===== config.mk =====
export PLATFORM = sky130hd
export DESIGN_NAME = tsat_csr
export DESIGN_NICKNAME = d
export VERILOG_FILES = /design/src/hdl/tsat_pkg.sv /design/src/hdl/tsat_csr.sv
export SDC_FILE = /design/constraint.sdc
export NUM_CORES = 1
export LEC_CHECK = 0
export ABC_AREA = 1
export BUFFER_PORTS_ARGS = -buffer_cell sky130_fd_sc_hd__buf_2
export CORE_MARGIN = 5
export CORE_UTILIZATION = 41
export DETAILED_ROUTE_END_ITERATION = 10
export PLACE_DENSITY = 0.83
export REMOVE_ABC_BUFFERS = 1
export SLEW_MARGIN = 5
export SYNTH_ARGS = -nofsm -noshare
export SYNTH_HDL_FRONTEND = slang
export SYNTH_SLANG_ARGS = --single-unit

===== constraint.sdc =====
create_clock -name clock -period 0.8 [get_ports clock]
set_input_delay 0.08 -clock clock [delete_from_list [all_inputs] [get_ports clock]]
set_output_delay 0.08 -clock clock [all_outputs]
set_load 0.05 [all_outputs]

===== src/hdl/tsat_pkg.sv =====
`default_nettype none
// ----------------------------------------------------------------------------
// tsat_pkg
// Shared types and constants of the task switch accounting table.
// ----------------------------------------------------------------------------
package tsat_pkg;

   // field widths
   localparam int TASK_ID_W = 10;
   localparam int PRIO_W    = 8;
   localparam int TIME_W    = 64;
   localparam int COUNT_W   = 64;
   localparam int NICE_W    = 8;
   localparam int TICKET_W  = 11;
   localparam int BASE_W    = 10;
   localparam int STEP_W    = 6;
   localparam int FLOOR_W   = 10;

   // configuration port
   localparam int CSR_ADDR_W = 4;
   localparam int CSR_DATA_W = 32;

   // register indexes (byte address bits [3:2])
   localparam logic [1:0] REG_TICKET_BASE  = 2'd0;
   localparam logic [1:0] REG_TICKET_STEP  = 2'd1;
   localparam logic [1:0] REG_TICKET_FLOOR = 2'd2;

   // reset values
   localparam logic [BASE_W-1:0]  TICKET_BASE_RST  = 10'd100;
   localparam logic [STEP_W-1:0]  TICKET_STEP_RST  = 6'd10;
   localparam logic [FLOOR_W-1:0] TICKET_FLOOR_RST = 10'd10;

   // scheduling constants
   localparam logic [8:0]        PRIO_NICE_ZERO = 9'd120;
   localparam logic signed [5:0] NICE_MIN       = -6'sd20;
   localparam logic signed [5:0] NICE_MAX       = 6'sd19;
   localparam logic signed [12:0] TICKETS_MAX   = 13'sd2047;

   typedef struct packed {
      logic [BASE_W-1:0]  ticket_base;
      logic [STEP_W-1:0]  ticket_step;
      logic [FLOOR_W-1:0] ticket_floor;
   } cfg_type;

   typedef enum logic [1:0] {
      ST_CLEAR,
      ST_IDLE,
      ST_UPDATE
   } state_type;

endpackage
`default_nettype wire


===== src/hdl/tsat_csr.sv =====
`default_nettype none
// ----------------------------------------------------------------------------
// tsat_csr
// Ticket configuration registers behind the APB-style port.
// ----------------------------------------------------------------------------
module tsat_csr (
   input  wire logic                            clock,
   input  wire logic                            reset,
   input  wire logic                            psel,
   input  wire logic                            penable,
   input  wire logic                            pwrite,
   input  wire logic [tsat_pkg::CSR_ADDR_W-1:0] paddr,
   input  wire logic [tsat_pkg::CSR_DATA_W-1:0] pwdata,
   output logic      [tsat_pkg::CSR_DATA_W-1:0] prdata,
   output logic                                 pready,
   output tsat_pkg::cfg_type                    cfg
);
   import tsat_pkg::*;

   cfg_type    cfg_ff;
   cfg_type    cfg_in;
   logic       wr_en;
   logic [1:0] reg_idx;

   assign wr_en   = psel && penable && pwrite;
   assign reg_idx = paddr[3:2];
   assign pready  = 1'b1;

   always_comb begin
      cfg_in = cfg_ff;
      if (wr_en) begin
         case (reg_idx)
            REG_TICKET_BASE:  cfg_in.ticket_base  = pwdata[BASE_W-1:0];
            REG_TICKET_STEP:  cfg_in.ticket_step  = pwdata[STEP_W-1:0];
            REG_TICKET_FLOOR: cfg_in.ticket_floor = pwdata[FLOOR_W-1:0];
            default:          cfg_in = cfg_ff;
         endcase
      end
   end

   always_ff @(posedge clock) begin
      if (reset) begin
         cfg_ff.ticket_base  <= TICKET_BASE_RST;
         cfg_ff.ticket_step  <= TICKET_STEP_RST;
         cfg_ff.ticket_floor <= TICKET_FLOOR_RST;
      end else begin
         cfg_ff <= cfg_in;
      end
   end

   always_comb begin
      case (reg_idx)
         REG_TICKET_BASE:  prdata = CSR_DATA_W'(cfg_ff.ticket_base);
         REG_TICKET_STEP:  prdata = CSR_DATA_W'(cfg_ff.ticket_step);
         REG_TICKET_FLOOR: prdata = CSR_DATA_W'(cfg_ff.ticket_floor);
         default:          prdata = '0;
      endcase
   end

   assign cfg = cfg_ff;
endmodule
`default_nettype wire


==> metrics, run 1 <==
DRC=0; CP Class=reg2out; Period Utilization, post-route=141.9%; static leakage=1.239 nW; I/O pin count=100; floorplan die height=68.91 um; final worst clock skew=0 ns; number of buffers on the longest clock path=2; detailed-route wire length per cell=13.60 um; maximum level of the CTS H-tree=1; wire length of the first global-routing pass=6417 um; Max rail drop VDD=0.0008824 V; dominant delay contributor by cell family on the critical path=flip-flops; max-cap violation count=0; sum of routed wire length over all layers=4734 um; unique cell type count in the Yosys netlist=16; FILL cells=251; TritonCTS clock tree=built; half-perimeter wire length after detailed placement=2727 um; count of warnings emitted by yosys=0; total routing usage reported by global routing=18.00%; Final Instance Area=2484 sq um; area of placed instances=1752 sq um; pin count of the biggest net entering global routing=27; input/output buffers=52; required time of the critical path=0.72 ns; dominant cell type by area after synthesis=sky130_fd_sc_hd__dfxtp_1; starting density of the core=42.63%; antenna violations before repair=1; hold slack final=0.07782 ns; die width=68.91 um; number of pins exceeding their max-slew limit in the final report=0; total negative slack=-8.279 ns; Hold/Removal Path Class=in2reg; clock tree root driver cell=sky130_fd_sc_hd__clkbuf_4; final setup violating endpoints=36; area occupied by multi-input gates=753.2 sq um; clk slew on worst S/H paths=0.15 ns; mean instance size in the synthesized netlist=6.710 sq um; final weighted congestion in routability-driven placement=0.7903; setup repair after global routing missed its margin=true; final layout net count=343; # clock sinks=26; Synth-to-Final Area Change=74.58%; top-area cell type share of the netlist area=36.59%; post-route ant nets=0; Mapped Area=1423 sq um; sequential share of the synthesized area=36.59%; area of the core region=3337 sq um; post-synthesis sequential element count=26; post-detailed-route via-to-cell ratio=4.649; vias in the first global route=1455; Crit. End Element=primary output; CP peak stage delay=0.38 ns; number of hold-slack violations in the final timing report=0; via count of the routed design=1618; area taken by flip-flops and latches=560.5 sq um; failing checks=setup timing; gate count after technology mapping=212; Power Dens Cells=1222 nW/um^2; length of the first detailed-routing pass in iterations=5; final worst slack=-0.3354 ns; total grt overflow=0; cell-by-cell trace of the critical path=a22o_1, buf_6; cell type of the slowest stage on the worst timing path=sky130_fd_sc_hd__dfxtp_4; kind of launch point of the worst setup path=flop; share of post-route cells with drive strength above 1=47.18%; main area contributors after synthesis=sky130_fd_sc_hd__dfxtp_1 37%, sky130_fd_sc_hd__nand2_1 15%, sky130_fd_sc_hd__buf_4 13%; number of flip-flops under the largest register name=26; time the final worst path needs with I/O delays and setup=1.135 ns; Skew-Pair Late Insertion Delay=0.32 ns; maximum fanout along the worst path=3; number of buffer and inverter instances along the worst setup path=1; Max Freq=880.7 MHz; Data arrival, critical path=1.06 ns; DIE AREA=4748 sq um; result of the run=complete, but fails checks; Num CTS Buffers=3; row count=21; DRC marker count from the first detailed-route iteration=92
logic make-up (layout without fill, tap and decap cells):
family | count (synthesis) | in the layout | share of synthesized area (%)
compound gates | 4 | 4 | 2.462
flops | 26 | 26 | 36.59
other cells | 2 | 24 | 0.5279
simple gates | 136 | 136 | 41.07
buf+inv | 44 | 112 | 19.35
what timing repair did:
item,in CTS,in global routing
pin swaps,14,7
buffers inserted,3,15
endpoints found under the setup margin,36,37
hold buffers,5,0
endpoints found under the hold margin,6,0
gates cloned,0,0
resized for setup,115,52
synthesized netlist by cell type:
master,number
sky130_fd_sc_hd__dfxtp_1,26
sky130_fd_sc_hd__buf_4,25
sky130_fd_sc_hd__buf_6,2
sky130_fd_sc_hd__inv_2,2
sky130_fd_sc_hd__clkinv_1,1
sky130_fd_sc_hd__nor2_4,3
sky130_fd_sc_hd__nor2_2,3
sky130_fd_sc_hd__buf_2,1
sky130_fd_sc_hd__a22o_1,4
sky130_fd_sc_hd__conb_1,2
sky130_fd_sc_hd__clkbuf_1,2
sky130_fd_sc_hd__nand2_1,57
sky130_fd_sc_hd__nand3_1,33
sky130_fd_sc_hd__nor2_1,39
sky130_fd_sc_hd__nand2_2,1
sky130_fd_sc_hd__inv_1,11
placed cells by master (no fill, tap or decap), types with 5 or more instances in the layout:
master	synthesis	final
sky130_fd_sc_hd__conb_1	2	23
sky130_fd_sc_hd__buf_4	25	13
sky130_fd_sc_hd__nand2_1	57	49
sky130_fd_sc_hd__dfxtp_2	0	23
sky130_fd_sc_hd__buf_6	2	30
sky130_fd_sc_hd__nand2_2	1	9
sky130_fd_sc_hd__nor2_1	39	38
sky130_fd_sc_hd__nand3_2	0	5
sky130_fd_sc_hd__dlygate4sd3_1	0	5
sky130_fd_sc_hd__inv_1	11	11
sky130_fd_sc_hd__buf_8	0	29
sky130_fd_sc_hd__nand3_1	33	28
sky130_fd_sc_hd__buf_2	1	16
power breakdown:
part / internal (mW) / switching, mW
clock: 0.278 / 0.400
sequential: 1.32 / 0.0285
combinational: 0.329 / 0.679
layout make-up:
cell class	instances	area share [%]
antenna	1	0.1008
multi-input combinational	163	30.33
inverter	14	2.116
sequential	26	22.57
timing repair buffer	94	41.11
clock buffer	4	1.461
tap	46	2.317
layer usage:
metal	GRT usage [%]	vias to the layer above	part of all wire, %
met5	0	-	0
met4	6.326	0	1.1
met3	3.566	6	7.7
met2	31.90	77	51
met1	21.42	745	40
li1	-	790	-
tightest hold or removal path, stage by stage:
cell and delay (ns):
sky130_fd_sc_hd__buf_2 0.07, sky130_fd_sc_hd__inv_1 0.04, sky130_fd_sc_hd__nand3_1 0.07, sky130_fd_sc_hd__nand2_1 0.04
sky130_fd_sc_hd__nor2_1 0.07
path summary, 6_finish.rpt:
kind / from / to / slack, ns / depth (start not counted)
setup / recovery: cfg[7] / prdata[7] / -0.34 / 2
hold / removal: pwdata[9] / cfg[9] / 0.08 / 5
setup reg to reg: cfg[23] / cfg[23] / 0.04 / 4
hold reg to reg: cfg[18] / cfg[18] / 0.51 / 2
per-stage QoR:
step,utilization [%],instances,worst slack (ns),power [mW]
after global placement,52.49,320,-0.2106,2.169
after detailed placement,52.49,320,-0.2271,2.174
after global routing,74.43,348,-0.3792,3.154
after floorplan,-,203,-0.4801,1.959
final,74.43,348,-0.3354,3.035
after CTS,65.39,332,-0.3379,2.972
Power figures use the tool's default switching activity.
==> inputs of run 2 (changes only) <==
--- a/config.mk
+++ b/config.mk
@@ -7,10 +7,12 @@
 export LEC_CHECK = 0
 export ABC_AREA = 1
 export BUFFER_PORTS_ARGS = -buffer_cell sky130_fd_sc_hd__buf_2
+export CELL_PAD_IN_SITES_DETAIL_PLACEMENT = 1
+export CELL_PAD_IN_SITES_GLOBAL_PLACEMENT = 2
 export CORE_MARGIN = 5
-export CORE_UTILIZATION = 41
+export CORE_UTILIZATION = 19
 export DETAILED_ROUTE_END_ITERATION = 10
-export PLACE_DENSITY = 0.83
+export PLACE_DENSITY = 0.81
 export REMOVE_ABC_BUFFERS = 1
 export SLEW_MARGIN = 5
 export SYNTH_ARGS = -nofsm -noshare
==> metrics, run 2 (synthesis results as in run 1) <==
routed wire length on met3=349 um (-4.4%); starting density of the core=19.61% (-23 points); static leakage=1.312 nW (+5.8%); floorplan die height=96.53 um (+40%); Num CTS Buffers=3 (unchanged); kind of launch point of the worst setup path=flop; Hold Crit Start=pwdata[6]; clk slew on worst S/H paths=0.08 ns (-0.07 ns); cell type of the slowest stage on the worst timing path=sky130_fd_sc_hd__dfxtp_2; row count=31 (+48%); half-perimeter wire length after detailed placement=3692 um (+35%); I/O pin count=100 (unchanged); max-cap violation count=0 (unchanged); share of post-route cells with drive strength above 1=54.43% (+7.3 points); highest metal layer with signal wires=met4; area of placed instances=2026 sq um (+16%); DIE AREA=9318 sq um (+96%); number of flip-flops under the largest register name=26 (unchanged); wire length of the first global-routing pass=8197 um (+28%); number of hold-slack violations in the final timing report=0 (unchanged); post-route ant nets=0 (unchanged); routed metal-1 wire length=1985 um (+4.0%); core occupancy in the finished layout=37.52% (-37 points); CP peak stage delay=0.34 ns (-0.04 ns); launching instance or port of the critical path=cfg[25]; # hold bufs at CTS=0 (-5); total routing usage reported by global routing=11.41% (-6.6 points); time the final worst path needs with I/O delays and setup=1.060 ns (-0.07554 ns); failing checks=setup timing; setup repair after global routing missed its margin=true; final weighted congestion in routability-driven placement=0.7614 (-3.7%); final setup violating endpoints=36 (unchanged); origin of the critical flop-to-flop path=cfg[11]; total grt overflow=0 (unchanged); maximum fanout along the worst path=3 (unchanged); DRC marker count from the first detailed-route iteration=61 (-34%); area of the core region=7253 sq um (+120%); length of the first detailed-routing pass in iterations=4 (-1); FILL cells=877 (+250%); final layout net count=348 (+1.5%); final worst slack=-0.2599 ns (+0.07554 ns); required time of the critical path=0.72 ns (about the same); number of pins exceeding their max-slew limit in the final report=0 (unchanged); Crit. End Element=primary output; DRC=0 (unchanged); commonest cells after routing, fill and taps aside=39 x sky130_fd_sc_hd__nand2_1, 36 x sky130_fd_sc_hd__nor2_1, 33 x sky130_fd_sc_hd__buf_6; Data arrival, critical path=0.98 ns (-0.08 ns); maximum level of the CTS H-tree=1 (unchanged); hold slack final=0.03318 ns (-0.04464 ns); via count of the routed design=1583 (-2.2%); antenna violations before repair=0 (-1); # clock sinks=26 (unchanged); pin count of the biggest net entering global routing=27 (unchanged); Hold/Removal Path Class=in2reg; die width=96.53 um (+40%); Max Freq=943.5 MHz (+7.1%); final worst clock skew=0 ns (unchanged); Synth-to-Final Area Change=91.29%; Power Dens Cells=1151 nW/um^2 (-5.8%); vias in the first global route=1701 (+17%); sum of routed wire length over all layers=5031 um (+6.3%); CP Class=reg2out; Max rail drop VDD=0.0006934 V (-21%); number of buffers on the longest clock path=2 (unchanged); TritonCTS clock tree=built; input/output buffers=52 (unchanged); Final Instance Area=2721 sq um (+9.6%); most frequent standard cell in the layout excluding fill and tap cells=sky130_fd_sc_hd__nand2_1; detailed-route wire length per cell=12.45 um (-8.5%); post-detailed-route via-to-cell ratio=3.918 (-16%); clock tree root driver cell=sky130_fd_sc_hd__clkbuf_8; Period Utilization, post-route=132.5% (-9.4 points); wire length on met2=2658 um (+11%); number of inserted diodes=0 (-1); Skew-Pair Late Insertion Delay=0.27 ns (-0.05 ns); cell-by-cell trace of the critical path=a22o_1, buf_6; result of the run=complete, but fails checks
run 2: repair_timing:
action / CTS / global route
pin swaps: 22 / 15
setup endpoints to repair: 36 / 42
gates resized for setup: 167 / 27
buffers inserted: 4 / 4
run 2: path summary, 6_finish.rpt:
path,end,slack (ns),depth (start not counted)
setup / recovery,prdata[9],-0.26,2
hold / removal,cfg[22],0.03,3
setup reg to reg,cfg[11],0.03,4
hold reg to reg,cfg[13],0.49,2
run 2: critical path, delay by kind of cell, from the launching register on:
family	cells	cell delay (ns)
AOI/OAI and AO/OA	1	0.22
buffers and inverters	1	0.15
DFF	1	0.34
run 2: power by group:
group | total (mW) | leakage [nW] | internal, mW | switching, mW
logic | 1.05 | 1.07 | 0.354 | 0.692
registers | 1.35 | 0.217 | 1.32 | 0.0251
clock network | 0.741 | 0.0216 | 0.338 | 0.403
run 2: area by class of cell:
type,count,area [sq um],area share [%]
clock buffers,3,41.29,1.517
inverters,14,52.55,1.931
multi-input cells,163,808.3,29.70
flip-flops and latches,26,558.0,20.51
well taps,99,123.9,4.552
repair buffers,99,1137,41.79
run 2: through the flow:
stage | TNS, ns | setup slack [ns] | cells | total power, mW
finish | -5.785 | -0.2599 | 404 | 3.133
floorplan | -14.83 | -0.4801 | 203 | 1.959
global route | -7.169 | -0.3115 | 404 | 3.294
detailed placement | -6.692 | -0.2928 | 394 | 2.244
CTS | -6.296 | -0.2705 | 401 | 3.165
global placement | -6.061 | -0.2618 | 394 | 2.236
run 2: layer usage:
metal  vias up  track usage [%]
met5         -                0
met4         0            2.336
met2        48            20.92
met1       734            13.12
li1        797                -
met3         4            3.253
==> inputs of run 3 (changes only) <==
--- a/config.mk
+++ b/config.mk
@@ -7,8 +7,10 @@
 export LEC_CHECK = 0
 export ABC_AREA = 1
 export BUFFER_PORTS_ARGS = -buffer_cell sky130_fd_sc_hd__buf_2
+export CAP_MARGIN = 20
 export CELL_PAD_IN_SITES_DETAIL_PLACEMENT = 1
 export CELL_PAD_IN_SITES_GLOBAL_PLACEMENT = 2
+export CORE_ASPECT_RATIO = 1.4
 export CORE_MARGIN = 5
 export CORE_UTILIZATION = 19
 export DETAILED_ROUTE_END_ITERATION = 10
==> constraint.sdc (replaced) <==
create_clock -name clock -period 0.8 [get_ports clock]
set_input_delay 0.08 -clock clock [delete_from_list [all_inputs] [get_ports clock]]
set_output_delay 0.08 -clock clock [all_outputs]
set_load 0.005 [all_outputs]
==> metrics, run 3 (synthesis results as in run 1) <==
result of the run=complete, but fails checks; failing checks=setup timing; antenna violations before repair=0 (unchanged); Power Dens Cells=1288 nW/um^2 (+12%); required time of the critical path=0.72 ns (about the same); starting density of the core=19.45% (-0.16 points); share of post-route cells with drive strength above 1=46.58% (-7.9 points); half-perimeter wire length after detailed placement=3607 um (-2.3%); total routing usage reported by global routing=10.50% (-0.91 points); number of buffers on the longest clock path=2 (unchanged); # hold bufs at CTS=0 (unchanged); clk slew on worst S/H paths=0.10 ns (+0.02 ns); DRC=0 (unchanged); commonest cells after routing, fill and taps aside=50 x sky130_fd_sc_hd__nand2_1, 38 x sky130_fd_sc_hd__nor2_1, 37 x sky130_fd_sc_hd__buf_6; proportion of total power due to net switching=25.25% (-11 points); input/output buffers=52 (unchanged); number of hold-slack violations in the final timing report=0 (unchanged); Max Freq=983.5 MHz (+4.2%); time the final worst path needs with I/O delays and setup=1.017 ns (-0.04315 ns); clock tree root driver cell=sky130_fd_sc_hd__clkbuf_8; CP Class=reg2out; Crit. End Element=primary output; DIE AREA=9343 sq um (+0.26%); most frequent standard cell in the layout excluding fill and tap cells=sky130_fd_sc_hd__nand2_1; # clock sinks=26 (unchanged); row count=37 (+19%); die width=83.13 um (-14%); area of the core region=7315 sq um (+0.85%); fraction of power consumed by sequential logic=44.9% (+1.9 points); final worst clock skew=0 ns (unchanged); Skew-Pair Late Insertion Delay=0.27 ns (about the same); I/O pin count=100 (unchanged); length of the first detailed-routing pass in iterations=4 (unchanged); Synth-to-Final Area Change=63.85%; portion of total power attributed to combinational logic=17.7% (-16 points); pin count of the biggest net entering global routing=19 (-30%); pre-CTS worst setup slack=-0.1529 ns (+0.1399 ns); Period Utilization, post-route=127.1% (-5.4 points); Final Instance Area=2331 sq um (-14%); vias in the first global route=1615 (-5.1%); static leakage=1.158 nW (-12%); FILL cells=941 (+7.3%); setup repair after global routing missed its margin=true; DRC marker count from the first detailed-route iteration=70 (+15%); max-cap violation count=0 (unchanged); final layout net count=334 (-4.0%); final weighted congestion in routability-driven placement=0.7316 (-3.9%); final setup violating endpoints=37 (+2.8%); number of inserted diodes=0 (unchanged); sum of routed wire length over all layers=5014 um (-0.34%); Hold Crit Depth=3 (unchanged); wire length of the first global-routing pass=7907 um (-3.5%); number of cell instances on the worst register-to-register path=4 (unchanged); area of placed instances=1833 sq um (-9.5%); Num CTS Buffers=3 (unchanged); final worst slack=-0.2167 ns (+0.04315 ns); part of the total power dissipated in the clock network=37.4% (+14 points); number of flip-flops under the largest register name=26 (unchanged); total grt overflow=0 (unchanged); post-route ant nets=0 (unchanged); detailed-route wire length per cell=12.89 um (+3.5%); Max rail drop VDD=0.001007 V (+45%); number of pins exceeding their max-slew limit in the final report=0 (unchanged); switching power=0.7577 mW (-32%); Data arrival, critical path=0.94 ns (-0.04 ns); maximum level of the CTS H-tree=1 (unchanged); P_int=2.244 mW (+11%); Hold/Removal Path Class=in2reg; via count of the routed design=1552 (-2.0%); TritonCTS clock tree=built; post-detailed-route via-to-cell ratio=3.990 (+1.8%); kind of launch point of the worst setup path=flop; maximum fanout along the worst path=3 (unchanged); floorplan die height=112.4 um (+16%)
-- run 3: what timing repair did --
action	in CTS	in global routing
endpoints found under the setup margin	36	38
buffers inserted	16	4
endpoints found under the hold margin	0	0
pin swaps	11	3
resized for setup	60	18
-- run 3: layout make-up --
cell class / count / area [sq um] / share of cell area, %
Inverter: 14 / 52.55 / 2.254
Sequential cell: 26 / 555.5 / 23.83
Multi-Input combinational cell: 163 / 755.7 / 32.42
Clock buffer: 3 / 41.29 / 1.771
Clock inverter: 1 / 30.03 / 1.288
Tap cell: 97 / 121.4 / 5.207
Timing Repair Buffer: 85 / 774.5 / 33.23
-- run 3: metrics by stage --
step | hold slack [ns] | cells | setup TNS (ns) | total power [mW] | util [%]
2_1_floorplan | 0.2061 | 203 | -10.55 | 1.572 | -
3_3_place_gp | 0.3158 | 365 | -3.165 | 1.814 | 25.06
3_5_place_dp | 0.3317 | 365 | -3.948 | 1.822 | 25.06
4_1_cts | 0.03152 | 385 | -3.860 | 3.030 | 30.35
5_1_grt | 0.04149 | 389 | -5.021 | 3.159 | 31.87
6_report | 0.03404 | 389 | -3.564 | 3.001 | 31.87
-- run 3: worst paths after layout --
kind	startpoint	to	slack, ns
setup / recovery	cfg[9]	prdata[9]	-0.22
hold / removal	pwdata[2]	cfg[18]	0.03
hold reg to reg	cfg[3]	cfg[3]	0.47
setup reg to reg	cfg[12]	cfg[12]	-0.01
-- run 3: power groups by stage --
stage,Sequential (mW),Combinational (mW),Clock (mW)
4_1_cts,1.35,0.512,1.17
3_5_place_dp,1.37,0.448,0
6_report,1.35,0.531,1.12
3_3_place_gp,1.37,0.441,0
5_1_grt,1.35,0.593,1.21
2_1_floorplan,1.37,0.199,0
-- run 3: routing by layer --
layer | global-route usage, % | share of wire, % | up-vias
met1 | 12.73 | 44 | 727
met3 | 2.570 | 5.5 | 2
met5 | 0 | 0 | -
li1 | - | - | 776
met2 | 18.52 | 50 | 47
met4 | 2.617 | 0.48 | 0
-- run 3: critical path, stage by stage, from the launching register on --
cell and delay, ns:
sky130_fd_sc_hd__dfxtp_2 0.35, sky130_fd_sc_hd__a22o_1 0.19, sky130_fd_sc_hd__buf_2 0.12
